<file path="config.mk">
export PLATFORM = sky130hd
export DESIGN_NAME = cddc_ram
export DESIGN_NICKNAME = d
export VERILOG_FILES = /design/src/design/columnwise_delta_double_delta_codec_core_macros.svh /design/src/design/cddc_ram.sv
export SDC_FILE = /design/constraint.sdc
export NUM_CORES = 2
export LEC_CHECK = 0
export BUFFER_PORTS_ARGS = -buffer_cell sky130_fd_sc_hd__buf_2
export CAP_MARGIN = 20
export CELL_PAD_IN_SITES_DETAIL_PLACEMENT = 0
export CELL_PAD_IN_SITES_GLOBAL_PLACEMENT = 1
export CORE_MARGIN = 3
export CORE_UTILIZATION = 56
export DETAILED_ROUTE_END_ITERATION = 10
export PLACE_DENSITY = 0.76
export SLEW_MARGIN = 10
export SYNTH_ARGS = -nofsm -noshare
export SYNTH_HDL_FRONTEND = slang
export SYNTH_SLANG_ARGS = --single-unit
</file>
<file path="constraint.sdc">
create_clock -name clock -period 3.19 [get_ports clock]
set_input_delay 0.319 -clock clock [delete_from_list [all_inputs] [get_ports clock]]
set_output_delay 0.319 -clock clock [all_outputs]
set_load 0.01 [all_outputs]
</file>
<file path="src/design/columnwise_delta_double_delta_codec_core_macros.svh">
// Assertion macros used by the codec core module.
`ifndef COLUMNWISE_DELTA_DOUBLE_DELTA_CODEC_CORE_MACROS_SVH
`define COLUMNWISE_DELTA_DOUBLE_DELTA_CODEC_CORE_MACROS_SVH

// Same-cycle implication, sampled on clock and idle during reset.
`define CDDC_ASSERT_NOW(lbl, ante, cons, msg) \
   lbl: assert property (@(posedge clock) disable iff (reset) (ante) |-> (cons)) \
      else $error(msg);

// Next-cycle implication, sampled on clock and idle during reset.
`define CDDC_ASSERT_NEXT(lbl, ante, cons, msg) \
   lbl: assert property (@(posedge clock) disable iff (reset) (ante) |=> (cons)) \
      else $error(msg);

`endif

</file>
<file path="src/design/cddc_ram.sv">
// Generic single-write, single-read synchronous RAM with registered read.
module cddc_ram #(
   parameter int WIDTH = 16,
   parameter int DEPTH = 256
) (
   input  logic                     clock,
   input  logic                     wr_en,
   input  logic [$clog2(DEPTH)-1:0] wr_addr,
   input  logic [WIDTH-1:0]         wr_data,
   input  logic                     rd_en,
   input  logic [$clog2(DEPTH)-1:0] rd_addr,
   output logic [WIDTH-1:0]         rd_data
);

   logic [WIDTH-1:0] mem_ff [DEPTH];
   logic [WIDTH-1:0] rd_data_ff;

   always_ff @(posedge clock) begin
      if (wr_en) begin
         mem_ff[wr_addr] <= wr_data;
      end
      // hold read data while no read is issued
      if (rd_en) begin
         rd_data_ff <= mem_ff[rd_addr];
      end
   end

   assign rd_data = rd_data_ff;

endmodule

</file>
Word level (Yosys, flattened, before mapping):

Memory sizes are Yosys's and may differ from the RTL's. A register that Yosys moved wholly into a read port is not among the register bits.
Index checks and enable logic that the tools add are counted.

* register bits after elaboration: 0
* bits in latches: 0
* RAM bits: 4096
* bits in read-only memories: 0
* input port bits: 35
* output and inout port bits: 16
* logic and storage cells: 3
* memories kept: 1

* add/subtract/negate cells: 0
* multiply operators: 0
* div/mod/pow operators: 0
* order comparisons: 0
* equal/unequal tests: 0
* shift-type cells: 0
* mux-type cells: 2
* bitwise operators: 0
* reduce and logical (&&, ||, !) cells: 0

Memories
* mem_ff: words 256, width 16, rd ports 1, clocked after memory_dff 1, write ports 1, RTL line cddc_ram.sv:15 `logic [WIDTH-1:0] mem_ff [DEPTH];`

Operator list (count)
* $mux 1: 2

Logic depth before layout (Yosys ltp):

* depth in word-level cells: 2
* mapped depth: 12
* gate-level depth less buffers: 6

Worst setup path before layout:

OpenSTA, ideal clock, no wires.

* kind: input to register
* from: in rd_addr[0]
* to: reg rd_data_ff[4], in the netlist rd_data[4] (read register of mem_ff) (data pin)
* arrival: 2303 ps
* required time: 2925 ps
* slack: 622 ps
* stages on the path: 8
* cells stage by stage: buf_6 buf_6 buf_2 mux4_2 mux4_2 a22o_1 o32ai_2 nor4_2

RTL lines
* from (decl): RTL line cddc_ram.sv:11 `input logic [$clog2(DEPTH)-1:0] rd_addr,`
* to (decl): RTL line cddc_ram.sv:16 `logic [WIDTH-1:0] rd_data_ff;`

==> flow_metrics.py <==
metrics = {
    "status": {
        "status": "finished, final reports clean",
    },
    "logic_synthesis": {
        "syn_inst": 7360,
        "yosysSeqAreaShare": 0.777,
        "async_flop_share": 0,
        "synth_edf_count": 4112,
        "synth_area_leaders": "edfxtp_1 (78%), mux4_2 (11%), mux2i_1 (3.6%)",
        "synth_top_cell_by_area": "edfxtp_1",
        "yosysMostFrequentCell": "edfxtp_1",
        "synth_ff_type": "edfxtp_1",
        "syn-num-nets": 7395,
        "netlist_area_um2": 159000,
        "synth_top_cell_area_share": 0.777,
        "synth_commonest_cells": "edfxtp_1 (4,112), mux4_2 (797), mux2i_1 (565), nor2_1 (304), o221ai_1 (252)",
        "syn_avg_cell_area_um2": 21.6,
        "ys_seq_elements": 4112,
        "synthesis.yosys.warnings": 0,
        "ys_types": 51,
    },
    "hold_path": {
        "min_path_type": "primary input to register",
        "min_to": "mem_ff[223][1]$_DFFE_PP_",
        "min_path_cells": 4,
        "min_from": "wr_addr[6]",
    },
    "worst_setup_path": {
        "cpMostUsedCell": "mux4_2",
        "reg2reg_depth": 6,
        "critPathMaxStageDelay_ns": 0.79,
        "critPathKind": "register to register",
        "arrival_ns": 3.83,
        "cp_max_fo": 1,
        "reg2reg_to": "rd_data[5]$_DFFE_PP_",
        "reg2reg_from": "mem_ff[19][5]$_DFFE_PP_",
        "crit_slowest_cell": "o32ai_1",
        "path_cells": "mux4_2 -> mux4_2 -> a22o_1 -> o32ai_1 -> buf_4 -> nor4_1",
        "ff2ff_setup_slack_ns": 0.07,
        "path_buf_inv": 1,
        "path_delay_family": "multiplexers",
        "worstPathRequired_ns": 3.89,
        "worst_setup_path_start_kind": "register",
        "end_kind": "register",
    },
    "sta": {
        "max_freq_ghz": 0.320,
        "tightest_slew_ns": 1.32,
        "whs_ns": 0.169,
        "slew_headroom": 0.118,
        "worst_slack_ns": 0.0654,
        "rsz0062_at_grt": "false",
        "finalCriticalPeriod_ns": 3.12,
        "hold_violations": 0,
        "setup_tns_ns": 0,
        "setup_viol": 0,
        "maxSlewViolCount": 0,
        "skew_ns": 0.0471,
        "finalCritPeriodShare": 0.980,
    },
    "floorplanning": {
        "chipWidth_um": 539,
        "core_um2": 281000,
        "initial_core_util": 0.566,
        "io_pins": 51,
        "dieArea_um2": 290000,
        "die-height_um": 539,
        "num_rows": 194,
    },
    "grt": {
        "antenna_found_initial": 21,
        "grt_max_degree": 137,
        "grt_pass1_wl_mm": 599,
        "overflow": 0,
        "grt_pass1_vias": 79871,
        "grt.total_usage": 0.289,
    },
    "final_layout": {
        "design_area_um2": 183000,
        "area_delta_synth_final_pct": 14.9,
        "nNetsFinal": 8242,
        "final_layout_size_suffix_gt1_frac": 0.282,
        "stdcell_count": 12268,
    },
    "flow_run": {
        "drv_cap": 0,
    },
    "power": {
        "powerDensity_nw_per_um2": 618,
        "ir_worst_vdd_uv": 555,
        "p_leak_uw": 0.0590,
    },
    "place": {
        "place_congestion": 0.895,
        "post-dp-hpwl_mm": 259,
        "place_ws_ns": -0.846,
        "dpl_cell_area_um2": 169000,
        "port_buffers": 50,
        "place_inst": 11505,
    },
    "cts": {
        "clockRootBuffer": "clkbuf_16",
        "clk_latency_ns": 0.95,
        "clk_path_buf_depth": 4,
        "cts_setup_buffers": 0,
        "cts_inserted_buffers": 405,
        "cts_tree": "yes",
        "htreeDepth": 5,
        "cts.clk_slew.worst_paths_ns": 0.06,
        "cts.sinks": 4112,
    },
    "drt": {
        "vias_per_cell": 6.65,
        "first_pass_iters": 6,
        "vias": 81578,
        "wl_per_cell_um": 34.4,
        "drtIter0Drc": 12330,
        "routed_wl_mm": 421,
        "ant_nets": 0,
        "drc": 0,
    },
}
-- repair_timing --
item	CTS	global route
endpoints found under the setup margin	3	0
resized for setup	3	0
hold buffers	17	0
endpoints found under the hold margin	864	0
-- state kept, by name, summed over array words and instances (netlist names) --
register  count
mem_ff     4096
rd_data      16
-- routing by layer --
layer  GRT usage  wire length, um
met1       0.426           162000
met4      0.0899            14000
met2       0.442           198000
met5           0               27
met3      0.0579            47700
-- where the power goes --
group | internal, uW | switching, uW
sequential | 59600 | 78.6
combinational | 2260 | 3810
clock | 26900 | 20200
total | 88800 | 24100
-- per-stage QoR --
stage | total power, uW | util
floorplan | 63700 | -
global placement | 66700 | 0.602
detailed placement | 66800 | 0.602
CTS | 113000 | 0.650
global route | 116000 | 0.650
finish | 113000 | 0.650
-- final cells by class --
class                      instances  area, um2
antenna                           11       27.5
sequential                      4112     123000
clock buffer                     484      10500
timing repair buffer             892       8320
fill                           18007      98300
clock inverter                   249       2550
inverter                           4       27.5
multi-input combinational       2792      32900
tap                             3724       4660
-- placed cells by master (no fill, tap or decap), types with 28 or more instances in the layout --
master,count
o221ai_1,252
clkinv_2,72
clkbuf_16,409
o21ai_0,37
buf_2,30
mux2i_1,565
edfxtp_1,4112
bufinv_16,41
a22o_1,32
mux2_2,88
a22oi_1,43
nor2_2,42
nor3_1,90
nand2_1,38
buf_4,704
nor2_1,262
o22ai_1,148
a21oi_1,175
a221oi_1,28
clkinv_1,85
mux4_2,797
clkbuf_1,75
buf_12,121
-- worst max-delay path by stage --
stage	start	end	slack (ns)	cells after the start
4_1_cts	mem_ff[19][5]$_DFFE_PP_	rd_data[5]$_DFFE_PP_	0.008	6
5_1_grt	mem_ff[19][5]$_DFFE_PP_	rd_data[5]$_DFFE_PP_	0.07	6
3_3_place_gp	rd_addr[0]	rd_data[15]$_DFFE_PP_	-0.81	12
2_1_floorplan	rd_addr[0]	rd_data[4]$_DFFE_PP_	0.62	8
6_report	mem_ff[19][5]$_DFFE_PP_	rd_data[5]$_DFFE_PP_	0.07	6
3_5_place_dp	rd_addr[0]	rd_data[11]$_DFFE_PP_	-0.85	10
-- kinds of logic after synthesis --
group                  Yosys count  synth area share
DFF                           4112             0.777
muxes                         1450             0.155
and+or+nand+nor                556            0.0157
AOI/OAI and AO/OA              786            0.0353
buffers and inverters          456            0.0169
-- worst min-delay path: cells and delay by family --
family        cells  cell delay, ns
buf+inv           2            0.41
simple gates      2            0.17
No activity file was read; power rests on OpenSTA's default activity.
