===== config.mk =====
export PLATFORM = sky130hd
export DESIGN_NAME = cddc_position
export DESIGN_NICKNAME = d
export VERILOG_FILES = /design/src/design/columnwise_delta_double_delta_codec_core_macros.svh /design/src/design/cddc_pkg.sv /design/src/design/cddc_position.sv
export SDC_FILE = /design/constraint.sdc
export NUM_CORES = 1
export LEC_CHECK = 0
export BUFFER_PORTS_ARGS = -buffer_cell sky130_fd_sc_hd__buf_2
export CAP_MARGIN = 25
export CORE_MARGIN = 1
export CORE_UTILIZATION = 50
export DETAILED_ROUTE_END_ITERATION = 12
export PLACE_DENSITY = 0.79
export SETUP_SLACK_MARGIN = 0.3
export SYNTH_ARGS = -nofsm -noshare
export SYNTH_HDL_FRONTEND = slang
export SYNTH_SLANG_ARGS = --single-unit

===== constraint.sdc =====
create_clock -name clock -period 5.51 [get_ports clock]
set_clock_uncertainty 0.1 [all_clocks]
set_input_delay 0 -clock clock [delete_from_list [all_inputs] [get_ports clock]]
set_output_delay 0 -clock clock [all_outputs]
set_load 0.005 [all_outputs]

===== src/design/columnwise_delta_double_delta_codec_core_macros.svh =====
// Assertion macros used by the codec core module.
`ifndef COLUMNWISE_DELTA_DOUBLE_DELTA_CODEC_CORE_MACROS_SVH
`define COLUMNWISE_DELTA_DOUBLE_DELTA_CODEC_CORE_MACROS_SVH

// Same-cycle implication, sampled on clock and idle during reset.
`define CDDC_ASSERT_NOW(lbl, ante, cons, msg) \
   lbl: assert property (@(posedge clock) disable iff (reset) (ante) |-> (cons)) \
      else $error(msg);

// Next-cycle implication, sampled on clock and idle during reset.
`define CDDC_ASSERT_NEXT(lbl, ante, cons, msg) \
   lbl: assert property (@(posedge clock) disable iff (reset) (ante) |=> (cons)) \
      else $error(msg);

`endif


===== src/design/cddc_pkg.sv =====
// Shared types and constants of the column-wise delta codec.
package cddc_pkg;

   localparam int MAX_COLUMNS = 256;
   localparam int COL_W       = $clog2(MAX_COLUMNS);
   localparam int NCOL_W      = 9;
   localparam int ELEM_W      = 16;
   localparam int CSR_IDX_W   = 4;
   localparam int CSR_DATA_W  = 16;

   typedef enum logic [CSR_IDX_W-1:0] {
      CSR_NUM_COLUMNS   = 4'd0,
      CSR_WIDE_ELEMENTS = 4'd1,
      CSR_DOUBLE_MODE   = 4'd2,
      CSR_DECODE_DIR    = 4'd3
   } csr_index_type;

   typedef struct packed {
      logic [NCOL_W-1:0] num_columns;
      logic              wide_elements;
      logic              double_mode;
      logic              decode_dir;
   } cfg_type;

   typedef struct packed {
      logic [COL_W-1:0] col;
      logic             first_row;
   } pos_type;

endpackage


===== src/design/cddc_position.sv =====
// Stream position tracker: current column and first-row flag.
module cddc_position import cddc_pkg::*; (
   input  logic    clock,
   input  logic    reset,
   input  logic    advance,
   input  logic    end_of_stream,
   input  cfg_type cfg,
   output pos_type pos
);

   logic [COL_W-1:0]  col_ff, col_in;
   logic              first_row_ff, first_row_in;
   logic [NCOL_W-1:0] ncols;
   logic [NCOL_W-1:0] col_next;

   always_comb begin
      // zero counts as one column, anything above the store saturates
      if (cfg.num_columns == '0) begin
         ncols = NCOL_W'(1);
      end else if (cfg.num_columns > NCOL_W'(MAX_COLUMNS)) begin
         ncols = NCOL_W'(MAX_COLUMNS);
      end else begin
         ncols = cfg.num_columns;
      end
      col_next = {{(NCOL_W-COL_W){1'b0}}, col_ff} + NCOL_W'(1);

      col_in       = col_ff;
      first_row_in = first_row_ff;
      if (advance) begin
         if (end_of_stream) begin
            col_in       = '0;
            first_row_in = 1'b1;
         end else if (col_next >= ncols) begin
            col_in       = '0;
            first_row_in = 1'b0;
         end else begin
            col_in = col_next[COL_W-1:0];
         end
      end
   end

   always_ff @(posedge clock) begin
      if (reset) begin
         col_ff       <= '0;
         first_row_ff <= 1'b1;
      end else begin
         col_ff       <= col_in;
         first_row_ff <= first_row_in;
      end
   end

   assign pos.col       = col_ff;
   assign pos.first_row = first_row_ff;

endmodule


# Word level (Yosys, flattened, before mapping)
# Cells that the tools add are included.
[word_totals] ramBits=0 in_bits=16 word_cells=14 reg_bits=9 out_inout_bits=9 latchBits=0 mem_count=0 rom_bits=0
[op_classes] n_addsub=1 shifts=0 reduce_logical=3 bitwise=0 n_mux=6 eq_ne=0 magnitude_cmp=2 mul=0 n_div=0
[op_table] cell="9-bit two-way mux" count=2
[op_table] cell="8-bit two-way mux" count=2
[op_table] cell="8-bit by 1-bit adder with 9-bit output, second input constant" count=1
[op_table] cell="9-bit greater-or-equal comparator" count=1
[op_table] cell="9-bit greater-than comparator, second input constant" count=1
[op_table] cell="9-bit logical NOT" count=1
[op_table] cell="1-bit two-way mux" count=2
[op_table] cell="2-bit AND reduction" count=1
[op_table] cell="2-bit nonzero test" count=1

# Logic depth before layout (Yosys ltp)
[logic_depth] word_depth=6 depth_mapped=11 depth_no_buf=10

# Least setup slack after synthesis
# OpenSTA, ideal clock, no wires.
[synth_timing] path_type="register to register" from="register col_ff[0]" to="register col_ff[5]" synth_period_minus_slack_ns=2.496 required_time_ns=5.296 setup_ns=0.114 t_arrival_ns=2.282 path_stages_with_launch=12 setup_slack_ns=3.014 path_buffers=1 path_cell_list="dfxtp_1 > ha_1 > and3_1 > and3_1 > and3_1 > ha_1 > nand4_1 > nor3_1 > a211oi_2 > buf_6 > and3b_1 > a21o_1"
[synth_between] elab_chain_len=4
[synth_rtl] element="start: declaration" line_no="cddc_position.sv:11" text="logic [COL_W-1:0] col_ff, col_in;"
[synth_rtl] element="start signal: assignment" line_no="cddc_position.sv:47" text="col_ff <= col_in;"
[synth_rtl] element="8-bit by 1-bit adder with 9-bit output (*)" line_no="cddc_position.sv:25" text="col_next = {{(NCOL_W-COL_W){1'b0}}, col_ff} + NCOL_W'(1);"
[synth_rtl] element="9-bit greater-or-equal comparator" line_no="cddc_position.sv:33" text="end else if (col_next >= ncols) begin"
[synth_rtl] element="8-bit two-way mux (*)" line_no="cddc_position.sv:33"
[synth_rtl] element="8-bit two-way mux (*)" line_no="cddc_position.sv:30" text="if (end_of_stream) begin"
# Mark *: on every way between the ends. The rest lies on a longest branch, timed or not.
# A chain may end at the register's enable or synchronous reset.

# Final worst setup path
[layout_timing] from="register col_ff[0]" to="register col_ff[0]"
# The elaborated chain is that of the path after synthesis.

==> impl_results.md <==
- Status: finished, final reports clean
- Mapped Cells: 93
- Hold path cells: 7
- Most numerous cell in the Yosys netlist: nand2_1
- Drt pass-1 iters: 4
- CTS tree: yes
- Share of layout cells above drive strength 1: 22.7%
- Pin count of the biggest net entering global routing: 12
- Worst Slack Setup Final: 1.56 ns
- Total GRT Usage: 23.4%
- Input/output buffers: 21
- Ports: 25
- Mapped Area: 748 sq um
- Worst Max-Slew Pin Slew: 0.664 ns
- Area after DPL: 846 sq um
- FILL cells: 118
- Sequential area share after synthesis: 24.1%
- Drt wl/cell: 12.0 um
- Avg Vias per Cell: 5.66
- Final setup violation count: 0
- Vias in the first global route: 641
- FF-to-FF path depth: 12
- Min Tclk post-route: 3.95 ns
- Gp weighted congestion: 0.795
- Yosys reg bits: 9
- Cell area after layout: 922 sq um
- CP arrival: 4.05 ns
- Yosys warning count: 0
- Starting Density: 55.4%
- Worst setup SP type: flip-flop
- Synth async-reset ratio: 0%
- Initial antenna violation count: 0
- P_leak: 0.000506 uW
- WL final: 1610 um
- Post-synth EDFFs: 0
- Worst hold path class: in -> reg
- Pwr per Cell Area: 156 mW/mm^2
- Max clock buf depth: 2
- Dpl hpwl: 1230 um
- Tot Pwr: 144 uW
- Clock Latency Late Sink: 0.26 ns
- Iter 0 DRT Violations: 4
- Average cell area after synthesis: 8.05 sq um
- Post-cts gate resize count: 0
- Core ar.: 0.00135 sq mm
- Post-Place Setup Slack: 2.65 ns
- CTS Buf Count: 3
- DIE WIDTH: 40.7 um
- Tcrit/Tclk final: 71.7%
- Synth top area cells: dfxtp_1 24%, ha_1 17%, nand2_1 6.0%
- Final slew viol count: 0
- H-tree depth reported by CTS: 1
- Required @ worst endpoint: 5.61 ns
- Post-synth top cells: 12 x nand2_1, 10 x ha_1, 10 x nor2_1
- Die span in y: 40.7 um
- # rows: 13
- Worst vdd ir: 0.146 mV
- Antenna cells: 0
- RSZ-0062 raised after global routing: false
- Crit. End Element: flip-flop
- Top cell type's share of synthesized area: 24.1%
- Largest area contributor in the netlist: dfxtp_1
- Final core occ: 68.3%
- Slew headroom: 55.6%
- Synth cell types: 28
- Area Growth Syn to Fin: 23.2%
- Via count: 759
- Syn_nets: 119
- DRT antenna net count: 0
- Clock sink count: 9
- CP max FO: 11
- Hold Violations, Final: 0
- Max Freq: 0.253 GHz
- Top FF cell, synth: dfxtp_1
- DR DRC count: 0
- First-pass GRT wire length: 2570 um
- Max-cap violations: 0
- GR Overflow Total: 0
- Root buffer cell: clkbuf_4
- Die area: 0.00166 sq mm
- Setup bufs post-CTS: 0
- Final TNS setup: 0 ns
- WS Path Type: reg -> reg
- Nets: 146
- Clock transition at path regs: 0.06 ns
[layout make-up]
class | count | area, sq um | share of cell area, %
flip-flops and latches | 9 | 180 | 19.5
repair buffers | 26 | 155 | 16.8
multi-input cells | 75 | 523 | 56.7
clock buffers | 4 | 26.3 | 2.85
well taps | 15 | 18.8 | 2.04
inverters | 5 | 18.8 | 2.04
[path summary, 6_finish.rpt]
check	startpoint	to	slack [ns]
min reg2reg	first_row_ff$_SDFFE_PP1P_	first_row_ff$_SDFFE_PP1P_	0.40
min	cfg[6]	col_ff[6]$_SDFFE_PP0P_	0.39
max reg2reg	col_ff[0]$_SDFFE_PP0P_	col_ff[0]$_SDFFE_PP0P_	1.56
max	col_ff[0]$_SDFFE_PP0P_	col_ff[0]$_SDFFE_PP0P_	1.56
[critical path: stages (launching register included)]
cell and delay (ns):
dfxtp_1 0.37, ha_1 0.24, and3_1 0.20, and3_1 0.24, and3_1 0.20, ha_1 0.30, a21oi_1 0.14, o21ai_0 0.12
a211oi_2 0.55, nand3_1 0.15, dlygate4sd3_1 0.59, a21oi_1 0.13, dlygate4sd3_1 0.56
[cells by family after synthesis]
group / count (synthesis) / share of synthesized area [%]
simple gates: 41 / 28.1
compound gates: 18 / 18.1
fa+ha+maj: 10 / 16.7
buf+inv: 9 / 6.02
flops: 9 / 24.1
xor+xnor: 6 / 7.02
[where the power goes]
group	switching, uW	internal [uW]
Combinational	14.4	13.5
Clock	21.3	27.8
Sequential	1.04	65.9
Total	36.8	107
[registers in the layout, indices dropped and copies added (netlist names)]
register	count
first_row_ff	1
col_ff	8
[cells in the final DEF, fill, tap and decap left out]
cell	instances
nand3_1	4
a211oi_1	1
dfxtp_1	9
nand2b_4	1
o211ai_1	1
xnor2_1	2
nand4_1	1
and3_1	5
a21oi_1	5
xor2_1	4
a32oi_1	4
and3b_1	1
a211oi_2	1
clkinv_1	1
buf_2	21
o21ai_0	2
ha_1	10
a41o_1	3
clkbuf_1	1
inv_1	4
clkbuf_4	3
nand2_1	12
nor4_1	3
dlygate4sd3_1	5
nor4b_1	1
nor2_1	10
nand3_2	1
nor3_1	2
a21o_1	1
[metrics by stage]
stage,cells,hold WS [ns]
global route,134,0.416
floorplan,93,0.0475
global placement,125,0.180
finish,134,0.393
detailed placement,125,0.185
CTS,134,0.394
[layer usage]
layer / wire length [um] / part of all wire, % / global-route usage, % / vias up
met5: 0 / 0 / 0 / -
met4: 25 / 1.5 / 12.5 / 0
met3: 44 / 2.7 / 1.63 / 4
met2: 791 / 49 / 41.7 / 18
met1: 752 / 47 / 27.7 / 342
li1: - / - / - / 395
[repair_timing]
item	in CTS	in global routing
endpoints found under the hold margin	7	0
endpoints found under the setup margin	0	0
hold buffers	5	0
Power figures use the tool's default switching activity.
