[src/design/columnwise_delta_double_delta_codec_core_macros.svh]
// Assertion macros used by the codec core module.
`ifndef COLUMNWISE_DELTA_DOUBLE_DELTA_CODEC_CORE_MACROS_SVH
`define COLUMNWISE_DELTA_DOUBLE_DELTA_CODEC_CORE_MACROS_SVH

// Same-cycle implication, sampled on clock and idle during reset.
`define CDDC_ASSERT_NOW(lbl, ante, cons, msg) \
   lbl: assert property (@(posedge clock) disable iff (reset) (ante) |-> (cons)) \
      else $error(msg);

// Next-cycle implication, sampled on clock and idle during reset.
`define CDDC_ASSERT_NEXT(lbl, ante, cons, msg) \
   lbl: assert property (@(posedge clock) disable iff (reset) (ante) |=> (cons)) \
      else $error(msg);

`endif

[src/design/cddc_pkg.sv]
// Shared types and constants of the column-wise delta codec.
package cddc_pkg;

   localparam int MAX_COLUMNS = 256;
   localparam int COL_W       = $clog2(MAX_COLUMNS);
   localparam int NCOL_W      = 9;
   localparam int ELEM_W      = 16;
   localparam int CSR_IDX_W   = 4;
   localparam int CSR_DATA_W  = 16;

   typedef enum logic [CSR_IDX_W-1:0] {
      CSR_NUM_COLUMNS   = 4'd0,
      CSR_WIDE_ELEMENTS = 4'd1,
      CSR_DOUBLE_MODE   = 4'd2,
      CSR_DECODE_DIR    = 4'd3
   } csr_index_type;

   typedef struct packed {
      logic [NCOL_W-1:0] num_columns;
      logic              wide_elements;
      logic              double_mode;
      logic              decode_dir;
   } cfg_type;

   typedef struct packed {
      logic [COL_W-1:0] col;
      logic             first_row;
   } pos_type;

endpackage

[src/design/cddc_csr_if.sv]
// Configuration write channel: valid/ready with register index and data.
interface cddc_csr_if import cddc_pkg::*; ();
   logic                  valid;
   logic                  ready;
   logic [CSR_IDX_W-1:0]  index;
   logic [CSR_DATA_W-1:0] data;

   modport source (output valid, output index, output data, input ready);
   modport sink (input valid, input index, input data, output ready);
endinterface

[src/design/cddc_csr.sv]
// Configuration register file of the codec.
module cddc_csr import cddc_pkg::*; (
   input  logic         clock,
   input  logic         reset,
   cddc_csr_if.sink     csr_if,
   output cfg_type      cfg
);

   cfg_type cfg_ff;
   cfg_type cfg_in;

   assign csr_if.ready = 1'b1;

   always_comb begin
      cfg_in = cfg_ff;
      if (csr_if.valid) begin
         unique case (csr_index_type'(csr_if.index))
            CSR_NUM_COLUMNS:   cfg_in.num_columns   = csr_if.data[NCOL_W-1:0];
            CSR_WIDE_ELEMENTS: cfg_in.wide_elements = csr_if.data[0];
            CSR_DOUBLE_MODE:   cfg_in.double_mode   = csr_if.data[0];
            CSR_DECODE_DIR:    cfg_in.decode_dir    = csr_if.data[0];
            default:           cfg_in = cfg_ff;
         endcase
      end
   end

   always_ff @(posedge clock) begin
      if (reset) begin
         cfg_ff.num_columns   <= NCOL_W'(1);
         cfg_ff.wide_elements <= 1'b0;
         cfg_ff.double_mode   <= 1'b0;
         cfg_ff.decode_dir    <= 1'b0;
      end else begin
         cfg_ff <= cfg_in;
      end
   end

   assign cfg = cfg_ff;

endmodule

[src/flat_wrapper.sv]
// flat-port wrapper written by rule: the top's interface ports become plain ports
module cddc_csr_flat import cddc_pkg::*;
  (clock, reset, cfg, csr_if_valid, csr_if_index, csr_if_data, csr_if_ready);
  cddc_csr_if csr_if_i ();
  input  logic clock;
  input  logic reset;
  output cfg_type cfg;
  input wire logic [$bits(csr_if_i.valid)-1:0] csr_if_valid;
  input wire logic [$bits(csr_if_i.index)-1:0] csr_if_index;
  input wire logic [$bits(csr_if_i.data)-1:0] csr_if_data;
  output wire logic [$bits(csr_if_i.ready)-1:0] csr_if_ready;
  assign csr_if_i.valid = csr_if_valid;
  assign csr_if_i.index = csr_if_index;
  assign csr_if_i.data = csr_if_data;
  assign csr_if_ready = csr_if_i.ready;
  cddc_csr u_core (.clock(clock), .reset(reset), .csr_if(csr_if_i), .cfg(cfg));
endmodule
[config.mk]
export PLATFORM = sky130hd
export DESIGN_NAME = cddc_csr_flat
export DESIGN_NICKNAME = d
export VERILOG_FILES = /design/src/design/columnwise_delta_double_delta_codec_core_macros.svh /design/src/design/cddc_pkg.sv /design/src/design/cddc_csr_if.sv /design/src/design/cddc_csr.sv /design/src/flat_wrapper.sv
export SDC_FILE = /design/constraint.sdc
export NUM_CORES = 1
export LEC_CHECK = 0
export BUFFER_PORTS_ARGS = -buffer_cell sky130_fd_sc_hd__buf_2
export CORE_MARGIN = 2
export CORE_UTILIZATION = 35
export DETAILED_ROUTE_END_ITERATION = 10
export PLACE_DENSITY_LB_ADDON = 0.08
export REMOVE_ABC_BUFFERS = 1
export SYNTH_ARGS = -nofsm -noshare
export SYNTH_HDL_FRONTEND = slang
export SYNTH_SLANG_ARGS = --single-unit
[constraint.sdc]
create_clock -name clock -period 1.1 [get_ports clock]
set_clock_uncertainty 0.2 [all_clocks]
set_input_delay 0.22 -clock clock [delete_from_list [all_inputs] [get_ports clock]]
set_output_delay 0.22 -clock clock [all_outputs]
set_load 0.01 [all_outputs]
After elaboration in Yosys (flattened, before gate mapping)
Index checks and enable logic that the tools add are counted.
{ "word_totals": {"mem_bits_ro": 0, "ramBits": 0, "regBits": 12, "latch_bits": 0, "n_memories": 0} }
{ "op_classes": {"reduce_logical": 5, "div_mod_pow": 0, "magnitude_cmp": 0, "add_sub_neg": 0, "eq_ne": 3, "multipliers": 0, "shifts": 0, "muxes": 0, "n_bitwise": 0} }
{ "ops": {"columns": ["cell", "n"], "rows": [
  ["$eq 4x2->1 const B", 2],
  ["$reduce_and 2->1", 4],
  ["$eq 4x1->1 const B", 1],
  ["$logic_not 4->1", 1]
]} }

Longest topological paths before layout
{ "depth": {"word_depth": 2, "depth_mapped": 4, "depth_no_buf": 3} }

Worst setup path after synthesis
Ideal clock, no wire load.
{ "synth_timing": {"path_kind": "input to register", "start": "input port csr_if_index[3]", "end": "register u_core.cfg_ff (netlist bit u_core.cfg[10])", "path_slack_ns": -0.008, "path_stages": 4, "setup_ns": 0.072, "arrival_time_ns": 0.836, "cell_sequence": "nor2_4 -> and4bb_1 -> buf_6 -> mux2i_1"} }
{ "synth_between": {"elab_chain_len": 2} }
{ "synth_rtl": {"columns": ["element", "line", "text"], "rows": [
  ["start, declared", "flat_wrapper.sv:9", "input wire logic [$bits(csr_if_i.index)-1:0] csr_if_index;"],
  ["$logic_not 4->1", "cddc_csr.sv:17", "unique case (csr_index_type'(csr_if.index))"],
  ["$reduce_and 2->1 (no line)", null, null],
  ["end signal, assigned", "cddc_csr.sv:34", "cfg_ff <= cfg_in;"],
  ["end, declared", "cddc_csr.sv:9", "cfg_type cfg_ff;"]
]} }
Every way passes these cells.
A chain may end at the register's enable or synchronous reset.

Worst setup path in the final report
{ "layout_timing": {"start": "register u_core.cfg_ff (netlist bit u_core.cfg[9])", "end": "output port cfg[9] (netlist name)"} }
{ "layout_lines": {"columns": ["element", "line", "text"], "rows": [
  ["end, declared", "flat_wrapper.sv:7", "output cfg_type cfg;"]
]} }
No word-level cell between the ends.

==> run summary <==
Beginning of the worst hold path: csr_if_data[3]
Clock latency of the later-clocked register in the worst-skew pair: 0.26 ns
Library cell occupying the most area in the post-synthesis netlist: sky130_fd_sc_hd__dfxtp_1
Gp weighted congestion: 0.714
Post-synthesis share of cell area spent on full adders, half adders and majority gates: 0%
Average cell area after synthesis: 10.2 um2
Clock buffer depth: 2
Number of buffer and inverter stages on the critical path: 1
Unrepaired setup endpoints after global routing: true
Family of cells with the greatest summed delay on the critical path: flip-flops
Final Slew Violations: 0
Run status: finished, violations left
Horizontal extent of the die: 44.4 um
Final critical-path share of the clock period: 102%
Instance count of the mapped netlist: 56
Share of post-route cells with drive strength above 1: 54.6%
Initial Utilization: 37.4%
Static leakage: 0.000422 uW
Die footprint: 1970 um2
Worst hold path type: primary input to flip-flop
Vias in the first global route: 485
Max FFs per register: 12
DRC violation count after routing: 0
Combined area of all synthesized cells: 571 um2
Worst hold margin: 0.00606 ns
Post-synthesis sequential element count: 12
Count of routing violations after the opening detailed-route iteration: 4
Hold EP: u_core.cfg[6]
Number of cells on the critical path: 1
Number of maximum-capacitance violations: 0
Maximum number of pins on one net before global-route repair: 22
Cell-by-cell listing of the critical path: buf_6
TritonCTS sink count: 12
Post-synthesis compound-gate area fraction: 0%
Worst r2r src: u_core.cfg[4]
First drt pass iteration count: 4
Crit path setup slack, layout: -0.0225 ns
Area Growth Syn to Fin: 64.3%
Data required, critical path: 0.68 ns
Seq/Total Area, Yosys: 42.1%
Area share of the largest cell type after synthesis: 42.1%
CP peak stage delay: 0.33 ns
Post-layout minimum cycle time: 1.12 ns
Final wirelength: 1150 um
Via/cell ratio: 4.50
Slowest cell on the critical path: sky130_fd_sc_hd__dfxtp_2
TritonCTS Buffers: 3
Worst setup path class: flip-flop to primary output
Wire length of the first global-routing pass: 1970 um
Site Rows: 14
Final number of hold-violating endpoints: 0
Core Footprint: 1520 um2
Total power per unit cell area: 875 nW/um2
Worst-case register-to-register setup slack: 0.22 ns
Core utilization of the finished layout: 61.5%
# port buffers: 27
Highest achievable clock rate: 891 MHz
Initial antenna violation count: 0
Critical path endpoint category: primary output
Clock root buffer: sky130_fd_sc_hd__clkbuf_4
Final number of setup-violating endpoints: 12
CP arrival: 0.70 ns
Overall die height: 44.4 um
Xor and xnor area share after synthesis: 0%
Post-synthesis share of cell area spent on and, or, nand and nor gates: 31.6%
Antenna diodes: 0
Routed length per instance: 10.2 um
Post-layout net count: 122
Total via count after detailed routing: 509
Combinational family with the most area after synthesis: simple AND/OR/NAND/NOR gates
Length in cells of the worst reg-to-reg path: 3
Global Route Usage Sum: 13.9%
Total gr overflow: 0
Highest ir drop seen on vdd: 573 uV
Number of primary I/O pins: 36
Crit path from: u_core.cfg[9]
Setup TNS: -0.195 ns
Clock input transition at the sequential cells of the worst setup and hold paths: 0.07 ns
Fraction of synthesized area in multiplexers: 21.1%
Highest net fanout along the worst path: 2
Dominant cells by area after synthesis: sky130_fd_sc_hd__dfxtp_1 42%, sky130_fd_sc_hd__nand2b_1 22%, sky130_fd_sc_hd__mux2i_1 21%
Number of filler instances in the final layout: 133
Violated checks: setup timing
Worst hold stages: 3
Number of levels the H-tree was split into: 1
Cell area reported after detailed placement: 752 um2
Sum of internal, switching and leakage power: 820 uW
Syn. warnings: 0
Clock tree from TritonCTS: done
Number of nets with antenna violations after detailed routing: 0
Final design instance area without fill: 937 um2
Setup crit start kind: flip-flop
Endpoint of the lowest-slack register-to-register path: u_core.cfg[4]
Distinct cells, synth: 12
cells by family (layout without fill, tap and decap cells):
kind of cell	after synthesis	count (layout)
buffers and inverters	4	45
DFF	12	12
muxes	12	12
other	1	1
and+or+nand+nor	27	27
layer usage:
layer  track usage, %  wire length (um)  share of wire, %  vias to the layer above
met1             17.8               559                48                      223
met5                0                 0                 0                        -
li1                 -                 -                 -                      267
met2             19.7               518                45                       19
met3             5.71                75               6.5                        0
met4             7.27                 0                 0                        0
layout by cell type (no fill, tap or decap):
master,count
sky130_fd_sc_hd__nand2b_1,20
sky130_fd_sc_hd__buf_2,15
sky130_fd_sc_hd__mux2i_1,12
sky130_fd_sc_hd__buf_6,12
sky130_fd_sc_hd__dfxtp_2,12
sky130_fd_sc_hd__buf_4,10
sky130_fd_sc_hd__dlygate4sd3_1,5
sky130_fd_sc_hd__clkbuf_4,3
sky130_fd_sc_hd__nand4b_1,2
sky130_fd_sc_hd__nor2_1,2
sky130_fd_sc_hd__nor2_4,1
sky130_fd_sc_hd__and4bb_1,1
sky130_fd_sc_hd__nand4_1,1
sky130_fd_sc_hd__conb_1,1
Yosys cell counts (all sizes together):
cell    number
nand2b      20
dfxtp       12
mux2i       12
nor2         3
buf          2
clkbuf       2
nand4b       2
and4bb       1
conb         1
nand4        1
power by group:
part | internal (uW) | leakage, uW | total, uW | switching (uW)
sequential | 441 | 0.000102 | 445 | 3.84
combinational | 78.5 | 0.000306 | 123 | 44.4
clock | 126 | 0.0000138 | 253 | 126
total | 645 | 0.000422 | 820 | 175
worst register-to-register path, delay by kind of cell, from the launching register on:
kind          cells  cell delay [ns]
flops             1             0.32
simple gates      1             0.06
mux               1             0.06
buf+inv           1             0.12
worst max path at each step:
| stage | end |
|---|---|
| 6_report | cfg[9] |
| 3_5_place_dp | u_core.cfg[9] |
| 4_1_cts | cfg[9] |
| 5_1_grt | cfg[9] |
| 2_1_floorplan | u_core.cfg[10] |
| 3_3_place_gp | u_core.cfg[5] |
final cells by class:
cell class                 count  area, um2  area share [%]
multi-input combinational     40        304            32.4
clock buffer                   3       22.5            2.40
sequential                    12        255            27.2
timing repair buffer          42        335            35.8
tap                           16       20.0            2.14
per-stage QoR:
| step | setup slack (ns) | std cells |
|---|---|---|
| after floorplan | -0.173 | 52 |
| after global placement | -0.173 | 102 |
| after detailed placement | -0.196 | 102 |
| after CTS | -0.0377 | 111 |
| after global routing | -0.0613 | 113 |
| final | -0.0225 | 113 |
what timing repair did:
item | CTS | global route
endpoints found under the setup margin | 12 | 12
hold buffers | 5 | 0
resized for setup | 24 | 0
setup buffers | 1 | 2
endpoints found under the hold margin | 5 | 0
No activity file was read; power rests on OpenSTA's default activity.
